**config.mk**
```make
export PLATFORM = sky130hd
export DESIGN_NAME = linear_partition_min_max_load
export DESIGN_NICKNAME = d
export VERILOG_FILES = /design/src/sv/lpmml_pkg.sv /design/src/sv/lpmml_cfg.sv /design/src/sv/lpmml_core.sv /design/src/sv/linear_partition_min_max_load.sv
export SDC_FILE = /design/constraint.sdc
export NUM_CORES = 2
export LEC_CHECK = 0
export BUFFER_PORTS_ARGS = -buffer_cell sky130_fd_sc_hd__buf_2
export CAP_MARGIN = 20
export CORE_MARGIN = 1.5
export CORE_UTILIZATION = 40
export CTS_CLUSTER_SIZE = 28
export DETAILED_ROUTE_END_ITERATION = 7
export PLACE_DENSITY = 0.62
export SETUP_SLACK_MARGIN = 0.02
export SLEW_MARGIN = 10
export SYNTH_ARGS = -nofsm -noshare
export SYNTH_HDL_FRONTEND = slang
export SYNTH_MEMORY_MAX_BITS = 65536
export SYNTH_SLANG_ARGS = --single-unit
export TNS_END_PERCENT = 5
```
**constraint.sdc**
```tcl
create_clock -name clk -period 27.8 [get_ports clk]
set_input_delay 5.56 -clock clk [delete_from_list [all_inputs] [get_ports clk]]
set_output_delay 5.56 -clock clk [all_outputs]
set_load 0.01 [all_outputs]
```
**src/sv/lpmml_pkg.sv**
```systemverilog
package lpmml_pkg;

  localparam int LEN_W  = 16;
  localparam int LOAD_W = 22;
  localparam int PCNT_W = 5;
  localparam int APB_AW = 3;
  localparam int APB_DW = 32;

  localparam logic [APB_AW-1:0] ADDR_PART_COUNT = 3'h0;
  localparam logic [PCNT_W-1:0] PART_COUNT_RST  = 5'd1;

  typedef struct packed {
    logic [PCNT_W-1:0] part_count;
  } cfg_t;

endpackage

```
**src/sv/lpmml_cfg.sv**
```systemverilog
module lpmml_cfg
  import lpmml_pkg::*;
(
  input  logic              clk,
  input  logic              rst_n,
  input  logic              psel,
  input  logic              penable,
  input  logic              pwrite,
  input  logic [APB_AW-1:0] paddr,
  input  logic [APB_DW-1:0] pwdata,
  output logic [APB_DW-1:0] prdata,
  output logic              pready,
  output cfg_t              cfg
);

  logic [PCNT_W-1:0] part_count_r;
  logic              wr_en;

  assign pready = 1'b1;
  assign wr_en  = psel && penable && pwrite;

  always_ff @(posedge clk) begin
    if (!rst_n) begin
      part_count_r <= PART_COUNT_RST;
    end else if (wr_en && paddr == ADDR_PART_COUNT) begin
      part_count_r <= pwdata[PCNT_W-1:0];
    end
  end

  always_comb begin
    unique case (paddr)
      ADDR_PART_COUNT: prdata = {{(APB_DW-PCNT_W){1'b0}}, part_count_r};
      default:         prdata = '0;
    endcase
  end

  assign cfg.part_count = part_count_r;

endmodule

```
**src/sv/lpmml_core.sv**
```systemverilog
module lpmml_core
  import lpmml_pkg::*;
#(
  parameter int MAX_ITEMS = 64,
  parameter int MAX_PARTS = 16
) (
  input  logic              clk,
  input  logic              rst_n,
  input  cfg_t              cfg,
  input  logic              start,
  output logic              busy,
  input  logic [LEN_W-1:0]  in_length_value,
  input  logic              in_is_last,
  output logic              out_valid,
  output logic [LOAD_W-1:0] out_min_max_load
);

  localparam int IDX_W  = (MAX_ITEMS > 1) ? $clog2(MAX_ITEMS) : 1;
  localparam int CNT_W  = $clog2(MAX_ITEMS + 1);
  localparam int PART_W = $clog2(MAX_PARTS + 1);
  localparam int COL_D  = 2 ** (IDX_W + 1);

  typedef enum logic [1:0] {ST_IDLE, ST_RUN, ST_DRAIN} state_t;

  state_t             state_r, state_nxt;
  logic [CNT_W-1:0]   count_r, count_nxt;
  logic [LOAD_W-1:0]  sum_r, sum_nxt;
  logic [IDX_W-1:0]   n_last_r, n_last_nxt;
  logic [IDX_W-1:0]   i_r, i_nxt;
  logic [IDX_W-1:0]   l_r, l_nxt;
  logic [PART_W-1:0]  cols_left_r, cols_left_nxt;
  logic               wb_r, wb_nxt;
  logic               first_col_r, first_col_nxt;
  logic               rd_vld_r, rd_vld_nxt;
  logic               rd_first_r, rd_first_nxt;
  logic               rd_lastl_r, rd_lastl_nxt;
  logic [IDX_W-1:0]   rd_row_r, rd_row_nxt;
  logic               out_valid_r, out_valid_nxt;
  logic [LOAD_W-1:0]  out_load_r, out_load_nxt;

  logic               a_vld_r, a_first_r, a_last_r;
  logic [IDX_W-1:0]   a_row_r;
  logic [LOAD_W-1:0]  cand_r, best_r, ps_i_r;

  logic [LOAD_W-1:0]  ps_mem [MAX_ITEMS];
  logic [LOAD_W-1:0]  col_mem [COL_D];
  logic [LOAD_W-1:0]  ps_rdata_r, col_rdata_r;

  logic [PART_W-1:0]  parts_eff;
  logic               store;
  logic [LOAD_W-1:0]  sum_add, sum_fin;
  logic [CNT_W-1:0]   count_fin;
  logic [LOAD_W-1:0]  ps_i_eff, rest, prev, cand_nxt, best_nxt;
  logic               row_done, fin_emit;

  always_comb begin
    if (cfg.part_count == '0) begin
      parts_eff = PART_W'(1);
    end else if (32'(cfg.part_count) > 32'(MAX_PARTS)) begin
      parts_eff = PART_W'(MAX_PARTS);
    end else begin
      parts_eff = PART_W'(cfg.part_count);
    end
  end

  assign busy      = state_r != ST_IDLE;
  assign store     = start && !busy && count_r < CNT_W'(MAX_ITEMS);
  assign sum_add   = sum_r + LOAD_W'(in_length_value);
  assign sum_fin   = store ? sum_add : sum_r;
  assign count_fin = store ? count_r + CNT_W'(1) : count_r;

  // stage A: candidate max(prev[l], S[i] - S[l]); first read of a row is l = i
  assign ps_i_eff = rd_first_r ? ps_rdata_r : ps_i_r;
  assign rest     = ps_i_eff - ps_rdata_r;
  assign prev     = first_col_r ? ps_rdata_r : col_rdata_r;
  assign cand_nxt = (prev > rest) ? prev : rest;

  // stage B: running minimum over the row
  assign best_nxt = (a_first_r || cand_r < best_r) ? cand_r : best_r;
  assign row_done = a_vld_r && a_last_r;
  assign fin_emit = row_done && cols_left_r == PART_W'(1) && a_row_r == n_last_r;

  always_comb begin
    state_nxt     = state_r;
    count_nxt     = count_r;
    sum_nxt       = sum_r;
    n_last_nxt    = n_last_r;
    i_nxt         = i_r;
    l_nxt         = l_r;
    cols_left_nxt = cols_left_r;
    wb_nxt        = wb_r;
    first_col_nxt = first_col_r;
    rd_vld_nxt    = 1'b0;
    rd_first_nxt  = rd_first_r;
    rd_lastl_nxt  = rd_lastl_r;
    rd_row_nxt    = rd_row_r;
    out_valid_nxt = 1'b0;
    out_load_nxt  = out_load_r;
    unique case (state_r)
      ST_IDLE: begin
        if (start) begin
          count_nxt = count_fin;
          sum_nxt   = sum_fin;
          if (in_is_last) begin
            count_nxt = '0;
            sum_nxt   = '0;
            if (parts_eff == PART_W'(1)) begin
              out_valid_nxt = 1'b1;
              out_load_nxt  = sum_fin;
            end else begin
              state_nxt     = ST_RUN;
              n_last_nxt    = IDX_W'(count_fin - CNT_W'(1));
              i_nxt         = '0;
              l_nxt         = '0;
              wb_nxt        = 1'b0;
              first_col_nxt = 1'b1;
              cols_left_nxt = parts_eff - PART_W'(1);
            end
          end
        end
      end
      ST_RUN: begin
        rd_vld_nxt   = 1'b1;
        rd_first_nxt = l_r == i_r;
        rd_lastl_nxt = l_r == '0;
        rd_row_nxt   = i_r;
        if (l_r == '0) begin
          if (i_r == n_last_r) begin
            state_nxt = ST_DRAIN;
          end else begin
            i_nxt = i_r + IDX_W'(1);
            l_nxt = i_r + IDX_W'(1);
          end
        end else begin
          l_nxt = l_r - IDX_W'(1);
        end
      end
      ST_DRAIN: begin
        if (!rd_vld_r && !a_vld_r) begin
          if (cols_left_r == PART_W'(1)) begin
            state_nxt = ST_IDLE;
          end else begin
            state_nxt     = ST_RUN;
            cols_left_nxt = cols_left_r - PART_W'(1);
            wb_nxt        = ~wb_r;
            first_col_nxt = 1'b0;
            i_nxt         = '0;
            l_nxt         = '0;
          end
        end
      end
      default: state_nxt = ST_IDLE;
    endcase
    if (fin_emit) begin
      out_valid_nxt = 1'b1;
      out_load_nxt  = best_nxt;
    end
  end

  always_ff @(posedge clk) begin
    if (!rst_n) begin
      state_r     <= ST_IDLE;
      count_r     <= '0;
      sum_r       <= '0;
      rd_vld_r    <= 1'b0;
      out_valid_r <= 1'b0;
    end else begin
      state_r     <= state_nxt;
      count_r     <= count_nxt;
      sum_r       <= sum_nxt;
      rd_vld_r    <= rd_vld_nxt;
      out_valid_r <= out_valid_nxt;
    end
    n_last_r    <= n_last_nxt;
    i_r         <= i_nxt;
    l_r         <= l_nxt;
    cols_left_r <= cols_left_nxt;
    wb_r        <= wb_nxt;
    first_col_r <= first_col_nxt;
    rd_first_r  <= rd_first_nxt;
    rd_lastl_r  <= rd_lastl_nxt;
    rd_row_r    <= rd_row_nxt;
    out_load_r  <= out_load_nxt;
  end

  always_ff @(posedge clk) begin
    if (!rst_n) begin
      a_vld_r <= 1'b0;
    end else begin
      a_vld_r <= rd_vld_r;
    end
    a_first_r <= rd_first_r;
    a_last_r  <= rd_lastl_r;
    a_row_r   <= rd_row_r;
    cand_r    <= cand_nxt;
    if (rd_vld_r && rd_first_r) begin
      ps_i_r <= ps_rdata_r;
    end
    if (a_vld_r) begin
      best_r <= best_nxt;
    end
  end

  always_ff @(posedge clk) begin
    if (store) begin
      ps_mem[count_r[IDX_W-1:0]] <= sum_add;
    end
    ps_rdata_r <= ps_mem[l_r];
  end

  // two column banks; the previous column is read while the current one is written
  always_ff @(posedge clk) begin
    if (row_done) begin
      col_mem[{wb_r, a_row_r}] <= best_nxt;
    end
    col_rdata_r <= col_mem[{~wb_r, l_r}];
  end

  assign out_valid        = out_valid_r;
  assign out_min_max_load = out_load_r;

endmodule

```
**src/sv/linear_partition_min_max_load.sv**
```systemverilog
// Load: one beat per cycle; busy stays low while a sequence is loaded.
// Result: with one part, in the cycle after the closing beat. Otherwise after
//   (parts - 1) DP column passes over the sequence, one DP compare per cycle,
//   set by the single read port of the prefix-sum and column memories.
// With more than one part, busy is high from the closing beat until the result; the receiver cannot stall.
// Reset (synchronous, rst_n low): part_count = 1, sequence empty, block idle.
module linear_partition_min_max_load
  import lpmml_pkg::*;
#(
  parameter int MAX_ITEMS = 64,
  parameter int MAX_PARTS = 16
) (
  input  logic              clk,
  input  logic              rst_n,
  input  logic              start,
  output logic              busy,
  input  logic [LEN_W-1:0]  in_length_value,
  input  logic              in_is_last,
  output logic              out_valid,
  output logic [LOAD_W-1:0] out_min_max_load,
  input  logic              psel,
  input  logic              penable,
  input  logic              pwrite,
  input  logic [APB_AW-1:0] paddr,
  input  logic [APB_DW-1:0] pwdata,
  output logic [APB_DW-1:0] prdata,
  output logic              pready
);

  cfg_t cfg;

  lpmml_cfg u_cfg (
    .clk     (clk),
    .rst_n   (rst_n),
    .psel    (psel),
    .penable (penable),
    .pwrite  (pwrite),
    .paddr   (paddr),
    .pwdata  (pwdata),
    .prdata  (prdata),
    .pready  (pready),
    .cfg     (cfg)
  );

  lpmml_core #(
    .MAX_ITEMS (MAX_ITEMS),
    .MAX_PARTS (MAX_PARTS)
  ) u_core (
    .clk              (clk),
    .rst_n            (rst_n),
    .cfg              (cfg),
    .start            (start),
    .busy             (busy),
    .in_length_value  (in_length_value),
    .in_is_last       (in_is_last),
    .out_valid        (out_valid),
    .out_min_max_load (out_min_max_load)
  );

endmodule

```
# Word level (Yosys, flattened, before mapping)
# Memory sizes are Yosys's and may differ from the RTL's. A register that Yosys moved wholly into a read port is not among the register bits.
# Cells that the tools add are included.
# totals
regBits	168
mem_bits_rw	4224
inputBits	58
output_inout_bits	57
word_cells	149
n_memories	2
# op_classes
add_sub_neg	8
order_cmp	4
n_eq_ne	16
muxes	62
bitwise	2
n_reduce_logical	32
# memory_table
memory	depth	width	rd	rd_ports_with_merged_regs	wr	line	source
u_core.col_mem	128	22	1	1	1	lpmml_core.sv:46	logic [LOAD_W-1:0] col_mem [COL_D];
u_core.ps_mem	64	22	1	1	1	lpmml_core.sv:45	logic [LOAD_W-1:0] ps_mem [MAX_ITEMS];
# ops
cell	count
$mux 22	11
$mux 6	8
$mux 5	8
$pmux 6 s3	2
$add 22x16->22	1
$gt 22x22->1	1
$lt 22x22->1	1
$sub 22x22->22	1
$mux 1	21
$eq 6x6->1	3
$mux 7	2
$mux 2	6
$reduce_and 6->1	2
$reduce_bool 2->1	6
$sub 6x1->6 const B	2
$eq 5x1->1 const B	2
$logic_and 1x1->1	10
$ne 2x2->1 const B	5
$pmux 5 s2	1
$sub 5x1->5 const B	2
$reduce_and 4->1	2
$reduce_and 8->1	1
$add 7x1->7 const B	1
$lt 7x7->1 const B	1
other kinds (18)	24

# Longest topological paths before layout
# logic_depth
word_depth	10
depth_mapped	21
depth_no_buf	19

# Modules after synthesis
# Synthesis repeated with hierarchy kept, for this count alone.
# unflattened
hier_cells	8096
hier_area_um2	173818.0
# modules_own_cells
module	instances	cells_per_inst	area_per_inst_um2	seq_area_each_um2
lpmml_core	1	8036	173338.7	131976.6
lpmml_cfg	1	60	479.2	100.1

# Worst setup path before layout
# OpenSTA, ideal clock, no wires.
# synth_path
path_kind	input-to-reg
from	input port in_length_value[3]
to	memory u_core.ps_mem[0][11] (data pin)
setup_ps	1325
arrival_ps	12484
required_ps	26475
path_slack_ps	13991
path_stages	6
n_path_buf	0
cell_sequence	ha_1 a21o_1 a22o_1 o2111ai_1 nand2_1 a2111oi_0
# synth_via
elab_chain_len	1
# synth_rtl
element	line	source
from (decl)	linear_partition_min_max_load.sv:17	input logic [LEN_W-1:0] in_length_value,
$add 22x16->22	lpmml_core.sv:68	assign sum_add = sum_r + LOAD_W'(in_length_value);
via u_core.sum_add[11]	lpmml_core.sv:51	logic [LOAD_W-1:0] sum_add, sum_fin;
to (decl)	lpmml_core.sv:45	
# The timed path passes the listed nets, and every way through them passes these cells.

# Final worst setup path
# layout_path
from	input port paddr[1]
to	output port prdata[0]
# layout_via
elab_chain_len	2
# layout_rtl
element	line	source
from (decl)	linear_partition_min_max_load.sv:24	input logic [APB_AW-1:0] paddr,
$logic_not 3->1	lpmml_cfg.sv:31	unique case (paddr)
$mux 5	lpmml_cfg.sv:31	
to (decl)	linear_partition_min_max_load.sv:26	output logic [APB_DW-1:0] prdata,
# No other way between the ends.

==> results.toml <==
[status]
run_status = "complete, no violations"

[global_routing]
grt-ovfl-total = 0
grt_max_degree = 102
grt_pass1_vias = 80600
antenna_found_initial = 44
grt_usage = 0.190
grt_pass1_wl_um = 594000

[critical_path]
critPathSlowestCell = "buf_4"
critical_path_arrival_ps = 6480
cp_top_family = "buffers and inverters"
startpoint_type = "primary input"
critPathKind = "in -> out"
critPathMostFrequentCell = "buf_2"
crit_required_ps = 22240
path_buf_inv = 3
cpPeakStageDelay_ps = 290
cp_max_fo = 8
endpoint_kind = "output pin"
cp_cell_sequence = "buf_2 -> nor3_2 -> buf_4 -> and2_1 -> buf_2"
regToRegSetupSlack_ps = 20480

[detailed_routing]
firstDrtPassIters = 6
viasPerCell = 5.75
post_drt_wl_per_cell_um = 30.3
drt_iter0_markers = 9894
post-route-drc-count = 0
antenna_left = 0
via_count = 79700
drt-total-wl_um = 420000

[sta]
relSlewSlack = 0.192
slew_viol_final = 0
worst_pin_slew_ps = 1210
period_share = 0.433
rsz0062_at_grt = "false"
final.setup.tns_ps = 0
period_needed_ps = 12040
finalHoldViolations = 0
fmax_mhz = 83.1
fin_skew_ps = 108
finalSetupViolCount = 0

[final_layout]
finish.utilization = 0.456
syn_to_final_growth_pct = 13.2
fin_area_mm2 = 0.195
nets = 7939
layout-drive-gt1-share = 0.329
layout_common_cells = "edfxtp_1 (4,323), mux4_2 (1,383), clkbuf_16 (433), buf_4 (301), nor2_2 (178)"
final_common_cell = "edfxtp_1"

[clock_network]
cts_tree = "yes"
clock-sinks = 4436
cts_setup_buffers = 0
hold_buffers = 0
clk_pin_slew_ps = 60
htree_levels = 5
cts_buffers = 424
cts_root_buf = "clkbuf_16"
cts_resized = 0
cts.path.max_buffers = 4
clock_latency_ps = 990

[yosys]
synth_ff_type = "edfxtp_1"
async_reset_ff_frac = 0
synth-edff-count = 4323
ys_types = 65
synth.yosys.seq_area_share = 0.766
ys_seq_elements = 4436
synth.avg_cell_area_um2 = 23.4
synth_cells = 7363
syn_area_mm2 = 0.172
synth-warning-count = 0

[placed_design]
place_area_mm2 = 0.181
hpwl_um = 233000
place.gp.congestion = 0.815
place.port_buffers = 59

[die]
row_count = 240
core_region_area_mm2 = 0.428
die_w_um = 660
die-area_mm2 = 0.435
pin_count = 115
initial_core_util = 0.403
dieHeight_um = 660

[min_path]
hold_path_class = "reg -> reg"

[power_and_ir_drop]
power_density_mw_per_mm2 = 87.0
peakVddDrop_uv = 81.9
p_leak_nw = 61.0

[job]
drv_cap = 0
stage by stage:
step                      worst slack (ps)  power, mW  hold WS (ps)  cells
after floorplan                      13990       10.2           323   7389
after global placement               15760       11.4           326  13000
after detailed placement             15770       11.5           328  13000
after CTS                            15760       17.1           342  13800
after global routing                 15750       17.5           349  13800
final                                15760       17.0           340  13900
synthesized netlist by cell type (all sizes together) (9+ instances only):
cell type / count / share of area
edfxtp: 4323 / 0.75
mux4: 1383 / 0.18
nor2: 278 / 0.0060
buf: 204 / 0.0063
clkbuf: 195 / 0.0042
dfxtp: 113 / 0.013
nand2: 97 / 0.0021
ha: 91 / 0.0066
inv: 87 / 0.0019
mux2: 85 / 0.0055
a21oi: 63 / 0.0018
mux2i: 53 / 0.0031
xnor2: 48 / 0.0024
o21ai: 41 / 0.0012
xor2: 33 / 0.0017
a21o: 32 / 0.0014
nand3: 29 / 0.00084
nor3: 21 / 0.00061
nor2b: 18 / 0.00065
nand4: 16 / 0.00058
a22oi: 14 / 0.00061
nand2b: 13 / 0.00047
and2: 12 / 0.00044
o21a: 12 / 0.00052
a211oi: 10 / 0.00044
and3: 9 / 0.00033
final timing paths:
kind,cells past startpoint,endpoint,start
setup / recovery,5,prdata[0],paddr[1]
setup reg to reg,10,u_core.col_rdata_r[3],u_core.l_r[0]
hold / removal,0,u_core.a_row_r[3],u_core.rd_row_r[3]
hold reg to reg,0,u_core.a_row_r[3],u_core.rd_row_r[3]
cells by family after synthesis:
| group | share of synthesized area |
|---|---|
| AO/OA/AOI/OAI | 0.00812 |
| multiplexers | 0.189 |
| adder cells (fa/ha/maj) | 0.00683 |
| XOR/XNOR | 0.00411 |
| other | 0.0000435 |
| AND/OR/NAND/NOR | 0.0135 |
| buffers and inverters | 0.0125 |
| flip-flops | 0.766 |
where the power goes:
group          leakage [nW]  switching (mW)  internal [mW]
combinational          14.3            2.03           1.03
clock                  6.69            2.45           3.22
sequential             40.0          0.0717           8.19
flip-flops by register name, indices dropped and copies added (netlist names), 7 cells and up:
name                     count
u_core.col_mem            2816
u_core.ps_mem             1408
u_core.best_r               22
u_core.cand_r               22
u_core.col_rdata_r          22
u_core.out_min_max_load     22
u_core.ps_i_r               22
u_core.ps_rdata_r           22
u_core.sum_r                22
u_core.count_r               7
layer usage:
| layer | track usage | share of wire |
|---|---|---|
| met1 | 0.272 | 0.41 |
| met2 | 0.305 | 0.48 |
| met3 | 0.0359 | 0.084 |
| met4 | 0.0433 | 0.022 |
| met5 | 0 | 0.00012 |
worst reg2reg max path, delay by kind of cell (launching register included):
family | cells | cell delay, ps
DFF | 1 | 400
muxes | 4 | 2090
buffers and inverters | 6 | 4640
layout make-up:
type	count	area [um^2]
Fill cell	35100	233000
Sequential cell	4436	132000
Multi-Input combinational cell	2466	39200
Clock buffer	553	11500
Tap cell	5687	7120
Timing Repair Buffer	372	2810
Clock inverter	229	2120
Inverter	88	330
Antenna cell	24	60.1
Power figures use the tool's default switching activity.
